<file path="config.mk">
export PLATFORM = sky130hd
export DESIGN_NAME = ipcp_div
export DESIGN_NICKNAME = d
export VERILOG_FILES = /design/src/rtl/ipcp_pkg.sv /design/src/rtl/ipcp_div.sv
export SDC_FILE = /design/constraint.sdc
export NUM_CORES = 1
export LEC_CHECK = 0
export BUFFER_PORTS_ARGS = -buffer_cell sky130_fd_sc_hd__buf_2
export CAP_MARGIN = 20
export CORE_ASPECT_RATIO = 0.8
export CORE_MARGIN = 1
export CORE_UTILIZATION = 35
export CTS_CLUSTER_SIZE = 24
export DETAILED_ROUTE_END_ITERATION = 16
export GPL_TIMING_DRIVEN = 0
export PLACE_DENSITY = 0.54
export SLEW_MARGIN = 10
export SYNTH_ARGS = -nofsm -noshare
export SYNTH_HDL_FRONTEND = slang
export SYNTH_SLANG_ARGS = --single-unit
</file>
<file path="constraint.sdc">
create_clock -name i_clk -period 9.3 [get_ports i_clk]
set_clock_uncertainty 0.15 [all_clocks]
set_input_delay 0.93 -clock i_clk [delete_from_list [all_inputs] [get_ports i_clk]]
set_output_delay 0.93 -clock i_clk [all_outputs]
set_load 0.01 [all_outputs]
</file>
<file path="src/rtl/ipcp_pkg.sv">
package ipcp_pkg;

    localparam int DUTY_BITS  = 8;
    localparam int ANGLE_BITS = 16;

    localparam int QB   = ANGLE_BITS - 2;
    localparam int UP   = (QB <= 16) ? (16 - QB) : 0;
    localparam int DN   = (QB > 16) ? (QB - 16) : 0;
    localparam int GX_W = QB + UP + 1;

    localparam int NUM_W    = 32 + DUTY_BITS;
    localparam int TRIG_STG = 4;
    localparam int XF_STG   = 3;
    localparam int NSTG     = TRIG_STG + XF_STG + DUTY_BITS;

    localparam logic [QB:0]           QUARTER  = (QB + 1)'(1) << QB;
    localparam logic [16:0]           SIN_A    = 17'd102944;
    localparam logic [15:0]           SIN_B    = 16'd42047;
    localparam logic [12:0]           SIN_C    = 13'd4640;
    localparam logic [17:0]           SQRT3X2  = 18'd227024;
    localparam logic [14:0]           Q15_MAX  = 15'h7fff;
    localparam logic [DUTY_BITS-1:0]  DUTY_MAX = '1;
    localparam logic [15:0]           SUPPLY_RESET = 16'd12000;

    localparam logic [1:0] ADDR_SUPPLY = 2'd0;

    function automatic logic [16:0] f_to_q16(input logic [QB:0] g);
        logic [GX_W-1:0] wide;
        wide = GX_W'(g) << UP;
        return 17'(wide >> DN);
    endfunction

endpackage

</file>
<file path="src/rtl/ipcp_div.sv">
module ipcp_div
    import ipcp_pkg::*;
(
    input  logic                 i_clk,
    input  logic [DUTY_BITS-1:0] i_en,
    input  logic [NUM_W-1:0]     i_num,
    input  logic [31:0]          i_den,
    output logic [DUTY_BITS-1:0] o_duty
);

    logic [NUM_W-1:0]     rem_in [DUTY_BITS];
    logic [DUTY_BITS-1:0] quo_in [DUTY_BITS];
    logic [NUM_W-1:0]     n_rem  [DUTY_BITS];
    logic [DUTY_BITS-1:0] n_quo  [DUTY_BITS];
    logic [NUM_W-1:0]     r_rem  [DUTY_BITS];
    logic [DUTY_BITS-1:0] r_quo  [DUTY_BITS];

    assign rem_in[0] = i_num;
    assign quo_in[0] = '0;

    for (genvar i = 0; i < DUTY_BITS; i++) begin : g_step
        localparam int K = DUTY_BITS - 1 - i;
        logic [NUM_W-1:0] dsh;
        logic             ge;

        if (i > 0) begin : g_link
            assign rem_in[i] = r_rem[i-1];
            assign quo_in[i] = r_quo[i-1];
        end

        always_comb begin
            dsh      = NUM_W'(i_den) << K;
            ge       = (rem_in[i] >= dsh);
            n_rem[i] = ge ? (rem_in[i] - dsh) : rem_in[i];
            n_quo[i] = quo_in[i];
            n_quo[i][K] = ge;
        end

        always_ff @(posedge i_clk) begin
            if (i_en[i]) begin
                r_rem[i] <= n_rem[i];
                r_quo[i] <= n_quo[i];
            end
        end
    end

    assign o_duty = r_quo[DUTY_BITS-1];

endmodule

</file>
* Word level (Yosys, flattened, before mapping) *
Memories as Yosys holds them, arrays and structs flattened.
Index checks and enable logic that the tools add are counted.

storage, ports and cells
  bits in registers = 0
  RAM bits = 384
  bits of input ports = 81
  output and inout bits = 8
  logic and storage cells = 42
  memories kept = 2

memory list
  memory  depth  bits a word  rd ports  clocked after memory_dff  wr ports  RTL line        text
  r_rem   8      40           7         0                         8         ipcp_div.sv:15  logic [NUM_W-1:0] r_rem [DUTY_BITS];
  r_quo   8      8            8         0                         8         ipcp_div.sv:16  logic [DUTY_BITS-1:0] r_quo [DUTY_BITS];

cells by class
  $add $sub $neg = 8
  magnitude comparators = 8
  mux-type cells = 24

operator list
  cell            number
  $mux 40         8
  $ge 40x32->1    1
  $ge 40x33->1    1
  $ge 40x34->1    1
  $ge 40x35->1    1
  $ge 40x36->1    1
  $ge 40x37->1    1
  $ge 40x38->1    1
  $ge 40x39->1    1
  $sub 40x32->40  1
  $sub 40x33->40  1
  $sub 40x34->40  1
  $sub 40x35->40  1
  $sub 40x36->40  1
  $sub 40x37->40  1
  $sub 40x38->40  1
  $sub 40x39->40  1
  $mux 1          16

* Logic depth before layout (Yosys ltp) *
An unclocked memory read counts as a cell.

  depth after elaboration = 3
  depth in mapped cells = 15
  depth with buffers taken out = 14

* Worst setup path after synthesis *
No wires, ideal clock.

  path type = input to register
  start point = input i_den[1]
  end point = memory r_rem[2][35] (netlist name) (data pin)
  library setup time = 260 ps
  arrival time = 3945 ps
  required time = 8890 ps
  slack = 4945 ps
  stages = 12
  buffers on the path = 1
  cell sequence = inv_1 > ha_1 > nand3b_1 > a2111oi_1 > o31a_1 > a211o_1 > o41a_1 > a31o_2 > a221oi_4 > o311ai_2 > buf_4 > mux2_4

RTL lines
  what             RTL line        text
  start, declared  ipcp_div.sv:7   input logic [31:0] i_den,
  end, declared    ipcp_div.sv:15

==> reports/summary.txt <==
CTS tree: built
Setup crit end kind: flip-flop
syn avg cell area: 9.36 µm²
Slew @ Worst Pin: 1190 ps
Detail Route Antenna Nets: 0
H-tree depth: 2
Die Area: 73000 µm²
CTS sink cnt: 316
critical path buffer and inverter count: 4
max_cap viols: 0
Required @ worst endpoint: 9430 ps
Vias/cell: 5.48
EDFF count, synth: 316
largest net degree at the start of global routing: 48
Top delay family on crit path: compound AO/OA/AOI/OAI gates
Max IR drop VDD: 0.133 mV
Via Count: 20700
Final WS setup: 3790 ps
IO Port Bufs: 88
critical-path cell list: buf_2, inv_1, ha_1, and3_1, nand3_1, a21oi_1, o31ai_1, o21ai_0, a2111oi_0, nor2_1, buf_1, clkbuf_1, nor2_1, a21oi_1
Synth top area share: 0.377
Post-Route Utilization: 0.397
slew margin rel.: 0.193
vias in the first global route: 20800
Sw Share: 0.399
Initial Utilization: 0.355
Reg power frac: 0.307
Area contributors post-synth: edfxtp_1, ha_1, a21oi_1
number of synthesized register bits: 316
grt met3 use: 0.0232
DP Area: 26800 µm²
routed wire length: 72000 µm
register area share after synthesis: 0.377
first-pass GRT wire length: 113000 µm
Final nets: 3164
RR Startpoint: r_rem[2][4]$_DFFE_PP_
ys flop type: edfxtp_1
sw power: 3.42 mW
sum of negative setup slack: 0 ps
antenna violations before repair: 0
Pre-antenna DRT Iters: 7
clock network fraction of total power: 0.188
DRC: 0
Synth Instances: 2689
core area: 70900 µm²
GPL Wtd Cong: 0.926
largest area contributor in the netlist: edfxtp_1
Die X: 302 µm
Netlist cell types: 78
category of the critical setup timing path: in2reg
clock-pin slew on the worst setup and hold paths: 50 ps
top-count cell post-synth: edfxtp_1
DR WL/cell: 19.0 µm
Hold Path Class: reg2reg
Slowest-stage cell, CP: a2111oi_0
CP startpoint: i_den[8]
HP Start: r_quo[1][20]$_DFFE_PP_
Place WS: 3240 ps
Max Slew Vio Count: 0
worst stage delay on the critical path: 960 ps
crit share post-route: 0.593
# diodes: 0
Post-synth ARST share: 0
WP data arrival: 5640 ps
Post-DP HPWL: 58600 µm
fraction of layout cells with a size suffix above 1: 0.0755
PostCTS Resize Cnt: 0
outcome: completed
Worst-Skew Late Latency: 580 ps
clock root cell: clkbuf_16
warnings from Yosys: 0
synth cell count leaders: edfxtp_1, a21oi_1, ha_1
min Tclk post-route: 5510 ps
Site Rows: 87
final hold vios: 0
post-route cell area: 28100 µm²
most crowded layer after global routing: met2
hold_buf cts: 0
GRT Util Overall: 0.196
grt ovf: 0
Startpoint Class: input port
worst hold slack: 266 ps
fmax: 181 MHz
RSZ-0062 raised after global routing: no
post-CTS setup buffers: 0
combinational fraction of design power: 0.505
crit path max fanout: 10
DRT iter0 DRCs: 1056
Final Setup Violations: 0
PD cells: 304 nW/µm²
Internal: 5.14 mW
GRT met2 Usage: 0.324
io pins: 89
met1 usage: 0.264
Mapped Area: 25200 µm²
Synth-to-Final Area Change: 11.8%
synthesized net count: 3033
Leakage Power: 11.4 nW
worst-case clock buffer depth: 3
cts bufs inserted: 40
Die H: 242 µm
worst reg2reg max path: stages, from the launching register on:
cell,delay [ps]
edfxtp_1,400
inv_1,80
ha_1,200
fa_1,220
nor2b_1,50
o21ai_0,210
a21oi_1,130
o31ai_1,660
o21ai_0,450
a2111oi_0,970
nor2_1,190
buf_1,400
clkbuf_1,400
nor2_1,200
a21oi_1,60
registers in the layout, indices dropped and copies added, names as in the netlist:
| register | cells |
|---|---|
| r_quo | 36 |
| r_rem | 280 |
layout make-up:
class | instances | area (µm²)
fillers | 6977 | 42700
multi-input cells | 2173 | 14900
flip-flops and latches | 316 | 9490
well taps | 934 | 1170
clock buffers | 42 | 1010
repair buffers | 89 | 460
inverters | 119 | 447
clock inverters | 29 | 330
plain buffers | 81 | 327
power groups by stage:
stage	Combinational (mW)	Sequential, mW	Clock (mW)
6_report	4.33	2.63	1.61
5_1_grt	4.83	2.68	1.71
4_1_cts	4.30	2.62	1.66
3_5_place_dp	4.26	2.65	0
3_3_place_gp	4.23	2.65	0
2_1_floorplan	3.32	2.52	0
cells in the final DEF (no fill, tap or decap), drive strengths merged, types with 25 or more instances in the layout:
master  synthesis  final
nor2          212    212
edfxtp        316    316
a21oi         316    316
and3           35     35
inv           119    121
a31oi          25     25
ha            256    256
o21ai         207    207
clkbuf         68    110
buf            13    102
nor3           36     36
nand4          42     42
nand3          53     53
xor2           95     95
nor2b          29     29
nand2b         28     28
nand2         236    236
xnor2         125    125
mux2           44     44
o21bai         34     34
o21a           25     25
a21o          127    127
per-stage QoR:
| step | total power, mW | std cells |
|---|---|---|
| after floorplan | 5.84 | 2689 |
| after global placement | 6.88 | 3711 |
| after detailed placement | 6.91 | 3711 |
| after CTS | 8.58 | 3782 |
| after global routing | 9.22 | 3783 |
| final | 8.56 | 3783 |
routing by layer:
metal,up-vias,share of wire,wire length [µm]
li1,10300,-,-
met1,9800,0.48,34400
met2,475,0.46,32800
met3,115,0.037,2650
met4,0,0.031,2240
met5,-,0,0
kinds of logic (layout without fill, tap and decap cells):
family / Yosys count / in the layout / share of synthesized area
buf+inv: 200 / 360 / 0.0307
fa+ha+maj: 263 / 263 / 0.133
compound gates: 887 / 887 / 0.219
flops: 316 / 316 / 0.377
xor+xnor: 220 / 220 / 0.0765
simple gates: 756 / 756 / 0.142
mux: 47 / 47 / 0.0224
final timing paths:
| path | endpoint | slack [ps] | cells after the start |
|---|---|---|---|
| worst max register to register | r_rem[3][30]$_DFFE_PP_ | 4250 | 14 |
| worst max-delay path | r_rem[3][30]$_DFFE_PP_ | 3790 | 14 |
| worst min-delay path | r_quo[1][28]$_DFFE_PP_ | 270 | 0 |
| worst min register to register | r_quo[1][28]$_DFFE_PP_ | 270 | 0 |
Power figures use the tool's default switching activity.
