===== src/rtl/ipcp_pkg.sv =====
package ipcp_pkg;

    localparam int DUTY_BITS  = 8;
    localparam int ANGLE_BITS = 16;

    localparam int QB   = ANGLE_BITS - 2;
    localparam int UP   = (QB <= 16) ? (16 - QB) : 0;
    localparam int DN   = (QB > 16) ? (QB - 16) : 0;
    localparam int GX_W = QB + UP + 1;

    localparam int NUM_W    = 32 + DUTY_BITS;
    localparam int TRIG_STG = 4;
    localparam int XF_STG   = 3;
    localparam int NSTG     = TRIG_STG + XF_STG + DUTY_BITS;

    localparam logic [QB:0]           QUARTER  = (QB + 1)'(1) << QB;
    localparam logic [16:0]           SIN_A    = 17'd102944;
    localparam logic [15:0]           SIN_B    = 16'd42047;
    localparam logic [12:0]           SIN_C    = 13'd4640;
    localparam logic [17:0]           SQRT3X2  = 18'd227024;
    localparam logic [14:0]           Q15_MAX  = 15'h7fff;
    localparam logic [DUTY_BITS-1:0]  DUTY_MAX = '1;
    localparam logic [15:0]           SUPPLY_RESET = 16'd12000;

    localparam logic [1:0] ADDR_SUPPLY = 2'd0;

    function automatic logic [16:0] f_to_q16(input logic [QB:0] g);
        logic [GX_W-1:0] wide;
        wide = GX_W'(g) << UP;
        return 17'(wide >> DN);
    endfunction

endpackage


===== src/rtl/ipcp_xform.sv =====
module ipcp_xform
    import ipcp_pkg::*;
(
    input  logic               i_clk,
    input  logic [XF_STG-1:0]  i_en,
    input  logic [15:0]        i_supply,
    input  logic signed [16:0] i_q2,
    input  logic signed [15:0] i_sin,
    input  logic signed [15:0] i_cos,
    output logic [NUM_W-1:0]   o_num_a,
    output logic [NUM_W-1:0]   o_num_b,
    output logic [NUM_W-1:0]   o_num_c
);

    logic signed [32:0] pa;
    logic signed [32:0] pb;
    logic signed [32:0] r_a;
    logic signed [32:0] r_b;

    logic signed [51:0] bias;
    logic signed [51:0] full;
    logic signed [51:0] mb;
    logic signed [51:0] ash16;
    logic signed [51:0] ash17;
    logic signed [51:0] n_v [3];
    logic signed [51:0] r_v [3];

    logic [NUM_W-1:0] n_num [3];
    logic [NUM_W-1:0] r_num [3];

    always_comb begin
        pa    = 33'(i_q2) * 33'(i_sin);
        pb    = 33'(i_q2) * 33'(i_cos);
        bias  = $signed(52'({i_supply, 32'b0}));
        full  = $signed(52'({i_supply, 33'b0}));
        mb    = 52'($signed({1'b0, SQRT3X2})) * 52'(r_b);
        ash16 = 52'(r_a) <<< 16;
        ash17 = 52'(r_a) <<< 17;
        n_v[0] = ash17 + bias;
        n_v[1] = mb - ash16 + bias;
        n_v[2] = -ash16 - mb + bias;
    end

    for (genvar l = 0; l < 3; l++) begin : g_phase
        logic signed [51:0] vc;
        always_comb begin
            if (r_v[l] < 0) begin
                vc = '0;
            end else if (r_v[l] > full) begin
                vc = full;
            end else begin
                vc = r_v[l];
            end
            n_num[l] = NUM_W'(vc[48:17]) * NUM_W'(DUTY_MAX);
        end
    end

    always_ff @(posedge i_clk) begin
        if (i_en[0]) begin
            r_a <= -pa;
            r_b <= pb;
        end
        if (i_en[1]) begin
            r_v <= n_v;
        end
        if (i_en[2]) begin
            r_num <= n_num;
        end
    end

    assign o_num_a = r_num[0];
    assign o_num_b = r_num[1];
    assign o_num_c = r_num[2];

endmodule


===== config.mk =====
export PLATFORM = sky130hd
export DESIGN_NAME = ipcp_xform
export DESIGN_NICKNAME = d
export VERILOG_FILES = /design/src/rtl/ipcp_pkg.sv /design/src/rtl/ipcp_xform.sv
export SDC_FILE = /design/constraint.sdc
export NUM_CORES = 2
export LEC_CHECK = 0
export BUFFER_PORTS_ARGS = -buffer_cell sky130_fd_sc_hd__clkbuf_2
export CAP_MARGIN = 30
export CORE_ASPECT_RATIO = 0.75
export CORE_MARGIN = 5
export CORE_UTILIZATION = 60
export DETAILED_ROUTE_END_ITERATION = 12
export GPL_TIMING_DRIVEN = 0
export PLACE_DENSITY = 0.8
export SLEW_MARGIN = 20
export SYNTH_ARGS = -nofsm -noshare
export SYNTH_HDL_FRONTEND = slang
export SYNTH_SLANG_ARGS = --single-unit
export TNS_END_PERCENT = 50

===== constraint.sdc =====
create_clock -name i_clk -period 8.7 [get_ports i_clk]
set_input_delay 1.305 -clock i_clk [delete_from_list [all_inputs] [get_ports i_clk]]
set_output_delay 1.305 -clock i_clk [all_outputs]
set_load 0.02 [all_outputs]

Word level (Yosys, flattened, before mapping)
Index checks and enable logic that the tools add are counted.
- register bits: 341
- input bits: 69
- output and inout port bits: 120
- word-level logic and storage cells: 33
- $add $sub $neg: 7
- multiply operators: 6
- magnitude comparators: 6
- multiplexer cells: 6
- operators with widths (kind ; number):
    $mux W49 ; 6
    $mul A32 B8 Y40 const B ; 3
    $add A52 B49 Y52 ; 2
    $gt A52 B50 Y1 ; 2
    $lt A52 B1 Y1 const B ; 2
    $mul A17 B16 Y33 ; 2
    $neg A49 Y52 ; 1
    $sub A52 B49 Y52 ; 1
    $sub A52 B52 Y52 ; 1
    $add A50 B49 Y51 ; 1
    $gt A51 B50 Y1 ; 1
    $lt A51 B1 Y1 const B ; 1
    $mul A15 B33 Y48 const A ; 1
    $neg A33 Y33 ; 1

Longest topological paths before layout
- depth after elaboration: 4
- gate-level depth with buffers: 38
- depth with buffers taken out: 38

Worst setup path after synthesis
OpenSTA, ideal clock, no wires.
- path kind: input-to-reg
- start: input i_supply[1]
- end: register r_num (netlist bit o_num_a[39]), data pin
- setup time: 260 ps
- arrival time: 8069 ps
- required time: 8440 ps
- slack: 371 ps
- cell stages on the path: 33
- buffers on the path: 1
- path through: inv_1 ha_1 a21oi_1 nor2_1 nor2_1 nand2_1 a221oi_1 o21ai_0 nand2b_1 a211o_1 nor2b_1 clkbuf_1 nand2_1 inv_1 fa_1 inv_1 fa_1 fa_1 fa_1 inv_1 ha_1 a21o_1 a21o_1 a21oi_1 nor3_1 a2111oi_0 o311ai_0 a31oi_1 o211a_1 o31a_1 o2111ai_1 a21oi_1 xnor2_1
- RTL lines (what ; RTL line ; source):
    start: declaration ; ipcp_xform.sv:6 ; input logic [15:0] i_supply,
    end signal: assignment ; ipcp_xform.sv:67 ; r_num <= n_num;
    end: declaration ; ipcp_xform.sv:29 ; logic [NUM_W-1:0] r_num [3];

==> results.md <==
* Status: finished, final reports clean
* DRC at 0
* DP Worst Slack at -1.37 ns
* Worst EP required at 9.01 ns
* Worst setup SP type: primary input
* Largest net degree at the start of global routing at 100
* Clk_lat worst skew at 0.59 ns
* Hold_sp: r_a[0]
* Chip width at 393 µm
* Number of core rows at 105
* Finished Core Util at 66.4%
* Synth async-reset ratio at 0%
* Mapped cell area at 66100 µm²
* Final Max Tran Viols at 0
* R2r startpoint: r_b[6]
* Final period util at 99.7%
* # Max-Cap Violations at 0
* Dominant cells by area after synthesis: fa_1, edfxtp_1, ha_1, inv_1, xnor2_1
* Final TNS setup at 0 ns
* Min Tclk post-route at 8.67 ns
* Fmax at 0.115 GHz
* Post-synth EDFFs at 315
* Share of cells above drive strength 1 at 9.65%
* Syn avg cell area at 9.98 µm²
* Post-synthesis sequential area ratio at 14.3%
* R2R cell count at 35
* Gpl congestion at 0.995
* CTS Buffer Depth at 3
* I/O Buffers at 178
* Nets@finish at 9032
* DR vias at 47.0k
* Register bit count reported by yosys at 315
* DP Wirelength at 140000 µm
* Layout Area Growth over Synthesis at 9.91%
* YS warnings at 0
* RSZ-0062 raised after global routing: true
* Avg Vias per Cell at 5.57
* Htree depth at 2
* Total of fill cells in the finished design at 8134
* Placed cell areas at 69000 µm²
* Total CTS buffers at 38
* Slew HR at 39.6%
* Final ANT Viol Nets at 0
* CP Capture Type: register
* Mapped Cells at 6627
* First-pass GRT wire length at 264000 µm
* DR WL/cell at 19.5 µm
* Core Box Area at 109000 µm²
* R2r endpoint: r_v[51]
* Post-route cell area at 72700 µm²
* Final Hold Fails at 0
* Die span in y at 298 µm
* I/O Pins at 189
* Critical path's slowest cell: fa_1
* Share of the synthesized area in the top cell type at 38.7%
* Post-route worst setup slack at 0.0300 ns
* Hold_buf cts at 0
* Clock Sinks at 315
* Antenna violations before repair at 16
* Final setup vio count at 0
* HP Class: register to register
* Syn nets at 8702
* Critical-path maximum fanout at 10
* CTS tree: yes
* Worst Hold Depth at 0
* Crit path kind: primary input to register
* Worst Hold Endpoint: r_v[121]
* Worst EP arrival at 8.98 ns
* GRT Overall Usage at 28.3%
* Worst Skew at 0.0225 ns
* Initial core utilization at 60.4%
* Root Buffer: clkbuf_16
* Distinct cells, synth at 71
* Worst slew pin tran at 0.906 ns
* Post-synth top area cell: fa_1
* Clock transition at path regs at 0.06 ns
* Initial DRC Count at 3409
* Drt pass-1 iters at 7
* Most used cell, CP: fa_1
* Number of global-route vias before repair at 49.9k
* R2R Setup Slk at 0.05 ns
* Synth Flop Type: edfxtp_1
* Critical Path Max Stage Delay at 0.55 ns
* Remaining global-route overflow at 0
* Die area at 117000 µm²
* Drt total wl at 165000 µm
synth_stat cells, types with 5 or more instances:
master / number
nand4_1: 32
a21boi_0: 18
o31ai_1: 11
o21bai_1: 50
nor2b_1: 62
and4_1: 10
o21ai_1: 9
a2111oi_0: 5
or3_1: 6
xnor2_1: 244
nand3_1: 48
nor2_1: 204
edfxtp_1: 315
o211ai_1: 10
or2_2: 53
inv_1: 1603
nand2b_1: 70
o31a_1: 7
o21ai_0: 162
a211oi_1: 22
o21a_1: 43
nor4b_1: 5
nand2_1: 435
buf_2: 6
xor2_1: 88
clkbuf_1: 123
nor3_1: 36
mux2i_1: 34
a31oi_1: 26
ha_1: 726
nor4_1: 23
a21o_1: 161
and2_1: 289
a21oi_1: 293
and3_1: 26
a221oi_1: 5
fa_1: 1280
a221o_1: 8
a211o_1: 10
registers in the layout, indices dropped and copies added (netlist names):
name	flops
o_num_a	40
o_num_b	40
o_num_c	40
r_a	33
r_b	33
r_v	129
cell families (layout without fill, tap and decap cells):
kind of cell | count (synthesis) | in the layout | synth area share [%]
XOR/XNOR | 332 | 332 | 4.40
AND/OR/NAND/NOR | 1315 | 1315 | 9.96
other | 0 | 14 | 0
AO/OA/AOI/OAI | 889 | 889 | 8.50
buffers and inverters | 1736 | 2092 | 9.86
flip-flops | 315 | 315 | 14.3
adder cells (fa/ha/maj) | 2006 | 2006 | 52.5
multiplexers | 34 | 34 | 0.514
worst max-delay path, delay by kind of cell:
kind	cells	cell delay [ns]
xor+xnor	1	0.15
simple gates	6	1.50
buf+inv	7	1.15
compound gates	11	2.10
fa+ha+maj	6	2.73
routing by layer:
layer  vias up  track usage (%)  wire length (µm)
met5         -            0.325                80
met4         8             9.25              6140
met3       323             6.66             14700
met2      1860             45.2             75700
met1     23400             38.4             68300
li1      21400                -                 -
layout make-up:
cell class | instances | area (µm²) | share of cell area (%)
sequential | 315 | 9460 | 13.0
timing repair buffer | 295 | 1910 | 2.63
tap | 1444 | 1810 | 2.49
clock inverter | 24 | 272 | 0.373
inverter | 1603 | 6050 | 8.33
antenna | 14 | 35.0 | 0.0482
clock buffer | 42 | 987 | 1.36
multi-input combinational | 4576 | 51700 | 71.1
buffer | 128 | 518 | 0.712
stage by stage:
stage,cells,hold WS (ns)
after detailed placement,8253,0.695
after global routing,8437,0.692
after floorplan,6627,0.426
after global placement,8249,0.703
after CTS,8350,0.708
final,8441,0.702
worst max path at each step:
stage | startpoint | end | slack (ns) | depth (start not counted)
floorplan | i_supply[1] | o_num_a[39] | 0.37 | 33
global placement | i_supply[15] | o_num_b[39] | -1.26 | 33
detailed placement | i_supply[15] | o_num_b[39] | -1.37 | 31
CTS | r_b[5] | r_v[50] | -0.07 | 33
global route | r_b[8] | r_v[102] | -0.25 | 36
finish | i_supply[2] | o_num_c[38] | 0.03 | 31
what timing repair did:
| item | CTS | global route |
|---|---|---|
| pin swaps | 11 | 91 |
| buffers inserted | 32 | 80 |
| setup endpoints to repair | 49 | 58 |
| resized for setup | 103 | 251 |
placed cells by master (no fill, tap or decap), types with 179 or more instances in the layout:
master,synthesis,final
inv_1,1603,1575
fa_1,1280,1272
ha_1,726,667
nand2_1,435,424
edfxtp_1,315,315
and2_1,289,284
a21oi_1,293,267
xnor2_1,244,230
nor2_1,204,190
clkbuf_2,0,179
Power is not shown: default switching activity piles up to over one toggle a cycle in this logic, so the estimate is an artifact.
