## src/rtl/ipcp_pkg.sv

```systemverilog
package ipcp_pkg;

    localparam int DUTY_BITS  = 8;
    localparam int ANGLE_BITS = 16;

    localparam int QB   = ANGLE_BITS - 2;
    localparam int UP   = (QB <= 16) ? (16 - QB) : 0;
    localparam int DN   = (QB > 16) ? (QB - 16) : 0;
    localparam int GX_W = QB + UP + 1;

    localparam int NUM_W    = 32 + DUTY_BITS;
    localparam int TRIG_STG = 4;
    localparam int XF_STG   = 3;
    localparam int NSTG     = TRIG_STG + XF_STG + DUTY_BITS;

    localparam logic [QB:0]           QUARTER  = (QB + 1)'(1) << QB;
    localparam logic [16:0]           SIN_A    = 17'd102944;
    localparam logic [15:0]           SIN_B    = 16'd42047;
    localparam logic [12:0]           SIN_C    = 13'd4640;
    localparam logic [17:0]           SQRT3X2  = 18'd227024;
    localparam logic [14:0]           Q15_MAX  = 15'h7fff;
    localparam logic [DUTY_BITS-1:0]  DUTY_MAX = '1;
    localparam logic [15:0]           SUPPLY_RESET = 16'd12000;

    localparam logic [1:0] ADDR_SUPPLY = 2'd0;

    function automatic logic [16:0] f_to_q16(input logic [QB:0] g);
        logic [GX_W-1:0] wide;
        wide = GX_W'(g) << UP;
        return 17'(wide >> DN);
    endfunction

endpackage

```

## src/rtl/ipcp_trig.sv

```systemverilog
module ipcp_trig
    import ipcp_pkg::*;
(
    input  logic                i_clk,
    input  logic [TRIG_STG-1:0] i_en,
    input  logic signed [15:0]  i_quad_voltage,
    input  logic [15:0]         i_elec_angle,
    input  logic [15:0]         i_supply,
    output logic signed [16:0]  o_q2,
    output logic signed [15:0]  o_sin,
    output logic signed [15:0]  o_cos
);

    logic [ANGLE_BITS-1:0] phase;
    logic [1:0]            quad [2];
    logic [QB-1:0]         frac;

    logic signed [17:0] q2w;
    logic signed [17:0] sups;
    logic signed [17:0] q2c;

    logic signed [16:0] r_q2 [TRIG_STG];

    logic [16:0]        r_z1  [2];
    logic [16:0]        r_zz1 [2];
    logic               r_ng1 [2];
    logic [15:0]        r_t2  [2];
    logic [16:0]        r_z2  [2];
    logic [16:0]        r_zz2 [2];
    logic               r_ng2 [2];
    logic [16:0]        r_u3  [2];
    logic [16:0]        r_z3  [2];
    logic               r_ng3 [2];
    logic signed [15:0] r_sc4 [2];

    assign phase   = ANGLE_BITS'(i_elec_angle);
    assign frac    = phase[QB-1:0];
    assign quad[0] = phase[ANGLE_BITS-1 -: 2];
    assign quad[1] = quad[0] + 2'd1;

    always_comb begin
        q2w  = {i_quad_voltage[15], i_quad_voltage, 1'b0};
        sups = $signed({2'b00, i_supply});
        if (q2w > sups) begin
            q2c = sups;
        end else if (q2w < -sups) begin
            q2c = -sups;
        end else begin
            q2c = q2w;
        end
    end

    always_ff @(posedge i_clk) begin
        if (i_en[0]) begin
            r_q2[0] <= q2c[16:0];
        end
        for (int k = 1; k < TRIG_STG; k++) begin
            if (i_en[k]) begin
                r_q2[k] <= r_q2[k-1];
            end
        end
    end

    for (genvar l = 0; l < 2; l++) begin : g_lane
        logic [QB:0]   g;
        logic [16:0]   z;
        logic [33:0]   zz;
        logic [29:0]   cz;
        logic [15:0]   t;
        logic [32:0]   tz;
        logic [16:0]   u;
        logic [33:0]   p;
        logic [17:0]   rnd;
        logic [14:0]   mag;
        logic signed [15:0] sc;

        always_comb begin
            g   = quad[l][0] ? (QUARTER - {1'b0, frac}) : {1'b0, frac};
            z   = f_to_q16(g);
            zz  = 34'(z) * 34'(z);
            cz  = 30'(SIN_C) * 30'(r_zz1[l]);
            t   = SIN_B - 16'(cz[29:16]);
            tz  = 33'(r_t2[l]) * 33'(r_zz2[l]);
            u   = SIN_A - 17'(tz[32:16]);
            p   = 34'(r_u3[l]) * 34'(r_z3[l]);
            rnd = (18'(p[33:16]) + 18'd1) >> 1;
            mag = (rnd > 18'(Q15_MAX)) ? Q15_MAX : rnd[14:0];
            sc  = r_ng3[l] ? -$signed({1'b0, mag}) : $signed({1'b0, mag});
        end

        always_ff @(posedge i_clk) begin
            if (i_en[0]) begin
                r_z1[l]  <= z;
                r_zz1[l] <= zz[32:16];
                r_ng1[l] <= quad[l][1];
            end
            if (i_en[1]) begin
                r_t2[l]  <= t;
                r_z2[l]  <= r_z1[l];
                r_zz2[l] <= r_zz1[l];
                r_ng2[l] <= r_ng1[l];
            end
            if (i_en[2]) begin
                r_u3[l]  <= u;
                r_z3[l]  <= r_z2[l];
                r_ng3[l] <= r_ng2[l];
            end
            if (i_en[3]) begin
                r_sc4[l] <= sc;
            end
        end
    end

    assign o_q2  = r_q2[TRIG_STG-1];
    assign o_sin = r_sc4[0];
    assign o_cos = r_sc4[1];

endmodule

```

## config.mk

```make
export PLATFORM = sky130hd
export DESIGN_NAME = ipcp_trig
export DESIGN_NICKNAME = d
export VERILOG_FILES = /design/src/rtl/ipcp_pkg.sv /design/src/rtl/ipcp_trig.sv
export SDC_FILE = /design/constraint.sdc
export NUM_CORES = 2
export LEC_CHECK = 0
export BUFFER_PORTS_ARGS = -buffer_cell sky130_fd_sc_hd__buf_2
export CAP_MARGIN = 20
export CORE_MARGIN = 3
export CORE_UTILIZATION = 65
export DETAILED_ROUTE_END_ITERATION = 12
export GPL_TIMING_DRIVEN = 0
export HOLD_SLACK_MARGIN = 0.1
export PLACE_DENSITY = 0.82
export SLEW_MARGIN = 15
export SYNTH_ARGS = -nofsm -noshare
export SYNTH_HDL_FRONTEND = slang
export SYNTH_SLANG_ARGS = --single-unit
export TNS_END_PERCENT = 5
```

## constraint.sdc

```tcl
create_clock -name i_clk -period 18.6 [get_ports i_clk]
set_input_delay 0 -clock i_clk [delete_from_list [all_inputs] [get_ports i_clk]]
set_output_delay 0 -clock i_clk [all_outputs]
set_load 0.1 [all_outputs]
```

; ---- Word level (Yosys, flattened, before mapping)
; Memory sizes are Yosys's and may differ from the RTL's.
; Index checks and enable logic that the tools add are counted.
[op_classes]
n_mul = 8
n_lt_le_gt_ge = 4
mux = 16
add_sub_neg = 11
[op_table]
columns = operator, count
row1 = 17-bit by 17-bit multiplier with 34-bit output, 2
row2 = 16-bit by 17-bit multiplier with 33-bit output, 2
row3 = 15-bit two-way mux, 4
row4 = 15-bit by 15-bit multiplier with 29-bit output, 2
row5 = "8-bit by 17-bit multiplier with 25-bit output, first input constant", 2
row6 = "18-bit by 1-bit adder with 18-bit output, second input constant", 2
row7 = "17-bit by 15-bit > comparator with 1-bit output, second input constant", 2
row8 = 17-bit two-way mux, 2
row9 = "17-bit subtractor, first input constant", 2
row10 = 16-bit two-way mux, 2
row11 = 15-bit negation with 16-bit output, 2
row12 = "16-bit by 14-bit subtractor with 16-bit output, first input constant", 2
row13 = 17-bit by 18-bit less-than comparator with 1-bit output, 1
row14 = 16-bit negation with 18-bit output, 1
row15 = 17-bit > comparator, 1
row16 = "15-bit by 14-bit subtractor with 15-bit output, first input constant", 1
row17 = 1-bit two-way mux, 8
row18 = "2-bit by 1-bit adder with 2-bit output, second input constant", 1
[word_totals]
elab_cells = 51
ram_bits = 338
in_bits = 53
register_bits = 0
memories = 12
output_inout_bits = 49
[memory_table]
columns = name, depth, width, read_ports, rd_ports_with_merged_regs, write_ports, line
row1 = r_q2, 4, 17, 4, 0, 4, ipcp_trig.sv:22  ; logic signed [16:0] r_q2 [TRIG_STG];
row2 = r_u3, 2, 17, 2, 0, 2, ipcp_trig.sv:31  ; logic [16:0] r_u3 [2];
row3 = r_z2, 2, 17, 2, 0, 2, ipcp_trig.sv:28  ; logic [16:0] r_z2 [2];
row4 = r_z3, 2, 17, 2, 0, 2, ipcp_trig.sv:32  ; logic [16:0] r_z3 [2];
row5 = r_zz1, 2, 17, 2, 0, 2, ipcp_trig.sv:25  ; logic [16:0] r_zz1 [2];
row6 = r_zz2, 2, 17, 2, 0, 2, ipcp_trig.sv:29  ; logic [16:0] r_zz2 [2];
row7 = +6 memories, n/a, n/a, n/a, n/a, n/a, n/a

; ---- Longest topological paths before layout
; An unclocked memory read counts as a cell.
[depth]
depth_word = 7
ltp_mapped = 36
ltp_nobuf = 33

; ---- Least setup slack after synthesis
; Ideal clock, no wire load.
[synth_path]
path_type = reg2reg
startpoint = memory r_z3[1][5], in the netlist r_z3[0][22]
endpoint = memory r_sc4[1][14], in the netlist r_sc4[0][30] (data pin)
setup_slack_ps = 9891
required_time_ps = 18469
path_stages_with_launch = 36
arrival_time_ps = 8578
cell_sequence = edfxtp_1 > clkbuf_1 > and2_1 > fa_1 > inv_1 > fa_1 > inv_1 > fa_1 > inv_1 > fa_1 > inv_1 > fa_1 > inv_1 > fa_1 > inv_1 > ha_1 > and3_1 > and2_1 > o2111ai_1 > o211ai_2 > xor2_1 > o2111ai_1 > nor3_1 > nand4b_1 > nor4_4 > mux2_2 > o211a_4 > buf_2 > nor2_1 > ha_1 > nand3_1 > nor3_1 > nand3_1 > nor4b_2 > mux2_2 > a2bb2o_1
[synth_rtl]
columns = item, line
row1 = start: declaration, ipcp_trig.sv:32
row2 = end: declaration, ipcp_trig.sv:34  ; logic signed [15:0] r_sc4 [2];

==> results.json <==
{
  "synth_simple_gate_area_frac": 0.145,
  "grt_pass1_vias": 48523,
  "cts_made_buffers": 38,
  "start_util": 0.660,
  "synth_mux_area_frac": 0.00665,
  "synthCells": 6440,
  "finalCriticalPeriod_ns": 10.27,
  "dpl.hpwl_um": 118000,
  "slowest_delay_ns": 0.55,
  "synthAdderAreaFrac": 0.500,
  "grt_max_degree": 74,
  "synth-compound-area-share": 0.0591,
  "grt_pass1_wl_um": 242000,
  "drt_iter0_drc": 3375,
  "setup_violations": 0,
  "rsz0062_at_grt": "false",
  "critical_path_class": "flip-flop to flip-flop",
  "tightest_slew_ns": 1.15,
  "insertion_delay_ns": 0.59,
  "num_rows": 112,
  "worst_path_most_repeated_cell": "fa_1",
  "area_delta_synth_final_pct": 6.33,
  "max_cap_viol_count": 0,
  "synth_area_per_cell_um2": 9.64,
  "fin_skew_ns": 0.0195,
  "port_buffers": 100,
  "clock.fmax_ghz": 0.0974,
  "core_um2": 94000,
  "hp-class": "input pin to flip-flop",
  "die_w_um": 315,
  "synth_area_um2": 62100,
  "drt_wl_total_um": 145000,
  "io_pins": 102,
  "num-nets-final": 8527,
  "slowest_stage": "fa_1",
  "synth.yosys.seq_area_share": 0.158,
  "cts.clk_slew.worst_paths_ns": 0.06,
  "final_util": 0.702,
  "vias": 45220,
  "drt-pass1-iter-count": 6,
  "gp_congestion": 0.950,
  "cts.sinks": 327,
  "die_area_um2": 99300,
  "ys_warn_count": 0,
  "synth_top_family_by_area": "adder cells",
  "path_max_fanout": 10,
  "finalHoldViolCount": 0,
  "die_h_um": 315,
  "cp-end-kind": "flip-flop",
  "ys_ff_latch": 327,
  "fin_tns_setup_ns": 0,
  "crit_path_start_kind": "flip-flop",
  "arrival_ns": 10.72,
  "min_period_over_period": 0.552,
  "ys_types": 96,
  "synth_xor_xnor_area_share": 0.0337,
  "cp.required_ns": 19.05,
  "clockBufferDepth": 3,
  "detail-route-antenna-nets": 0,
  "cts_tree": "yes",
  "antenna_found_initial": 3,
  "gr-total-overflow": 0,
  "synth_edf_count": 327,
  "drt-vias-per-instance": 5.70,
  "cts_resized": 0,
  "outcome": "finished, final reports clean",
  "drc": 0,
  "htreeDepth": 2,
  "slew_headroom": 0.233,
  "drive_gt1_frac": 0.0359,
  "ys_async_sr_fraction": 0,
  "finalMaxSlewViolations": 0,
  "wl_per_cell_um": 18.2,
  "cts-root-buf": "clkbuf_16",
  "track_usage": 0.305,
  "yosys_most_used_dff": "edfxtp_1"
}
metal layers:
layer | wire length (µm) | up-vias | track usage
met5 | 21 | - | 0
met4 | 4860 | 4 | 0.0973
met3 | 14000 | 395 | 0.0689
met2 | 68900 | 1990 | 0.506
met1 | 56700 | 22393 | 0.399
li1 | - | 20438 | -
synthesized netlist by cell type (all sizes together), types with 15 or more instances:
cell | number | area, µm²
xor2 | 88 | 786
nand4 | 31 | 194
nand3 | 59 | 295
and2 | 473 | 2960
ha | 732 | 9160
nand2b | 31 | 194
and3 | 27 | 169
edfxtp | 327 | 9820
o21bai | 15 | 113
a21o | 51 | 383
o211ai | 24 | 190
o31ai | 15 | 118
buf | 15 | 76.3
fa | 1093 | 21900
nor2b | 28 | 175
o21ai | 104 | 521
clkbuf | 194 | 728
nor3 | 53 | 270
or2 | 18 | 113
o21a | 33 | 248
a21oi | 132 | 668
nor2 | 243 | 912
inv | 1395 | 5240
mux2i | 30 | 300
xnor2 | 149 | 1310
or3 | 29 | 181
nand2 | 816 | 3070
a211oi | 17 | 150
what timing repair did:
| action | in CTS | in global routing |
|---|---|---|
| endpoints found under the hold margin | 147 | 49 |
| setup buffers | 0 | 0 |
| endpoints found under the setup margin | 0 | 0 |
| hold buffers | 46 | 1 |
critical path, delay by kind of cell (launching register included):
| family | cells | cell delay (ns) |
|---|---|---|
| adders and majority gates | 8 | 3.46 |
| and+or+nand+nor | 9 | 2.36 |
| AOI/OAI and AO/OA | 8 | 1.83 |
| buffers and inverters | 5 | 1.36 |
| muxes | 2 | 0.73 |
| DFF | 1 | 0.34 |
logic make-up after synthesis:
group                      count (synthesis)
and+or+nand+nor                         1860
adders and majority gates               1825
buffers and inverters                   1612
AOI/OAI and AO/OA                        537
DFF                                      327
xor gates and xnor gates                 237
muxes                                     40
other                                      2
cell usage in the layout (no fill, tap or decap), types with 33 or more instances in the layout:
cell type      instances
nand2_1              815
ha_1                 732
clkbuf_16             38
o21a_1                33
nor2_1               243
inv_1               1394
xnor2_1              149
and2_1               472
nor3_1                52
edfxtp_1             327
buf_2                106
a21o_1                51
nand3_1               59
o21ai_0               96
xor2_1                86
a21oi_1              130
clkbuf_1             195
fa_1                1093
dlygate4sd3_1         47
path summary, 6_finish.rpt:
check,cells after the start,to,start,slack [ns]
min reg2reg,0,r_z3[0][11],r_z2[0][11],0.40
min,2,r_z1[0][17],i_elec_angle[2],0.16
max,32,r_sc4[0][30],r_z3[0][27],8.33
max reg2reg,32,r_sc4[0][30],r_z3[0][27],8.33
flip-flops by register name, summed over array words and instances, names as in the netlist:
| name | flops |
|---|---|
| r_z2 | 29 |
| r_z3 | 29 |
| r_ng2 | 2 |
| r_t2 | 32 |
| r_ng3 | 2 |
| r_q2 | 68 |
| r_ng1 | 2 |
| r_z1 | 29 |
| r_u3 | 34 |
| r_zz2 | 34 |
| r_zz1 | 34 |
| r_sc4 | 32 |
stage by stage:
step | cell area, µm² | worst slack (ns) | cells | hold slack (ns)
final | 66000 | 8.33 | 7933 | 0.161
after global routing | 66000 | 7.76 | 7932 | 0.149
after CTS | 66000 | 8.41 | 7930 | 0.117
after detailed placement | 64300 | 8.46 | 7815 | 0.223
after global placement | 64200 | 8.54 | 7812 | 0.219
after floorplan | 62200 | 9.89 | 6458 | 0.0989
layout make-up:
type | count | area (µm²)
Clock inverter | 30 | 260
Inverter | 1403 | 5270
Multi-Input combinational cell | 4519 | 46300
Sequential cell | 327 | 9820
Timing Repair Buffer | 151 | 1070
Antenna cell | 1 | 2.50
Tap cell | 1254 | 1570
Clock buffer | 39 | 955
Fill cell | 6902 | 28000
Buffer | 209 | 805
Power is left out: the tool's default activity adds up to more than one toggle a clock period on the data nets, which glitch-free logic cannot reach.
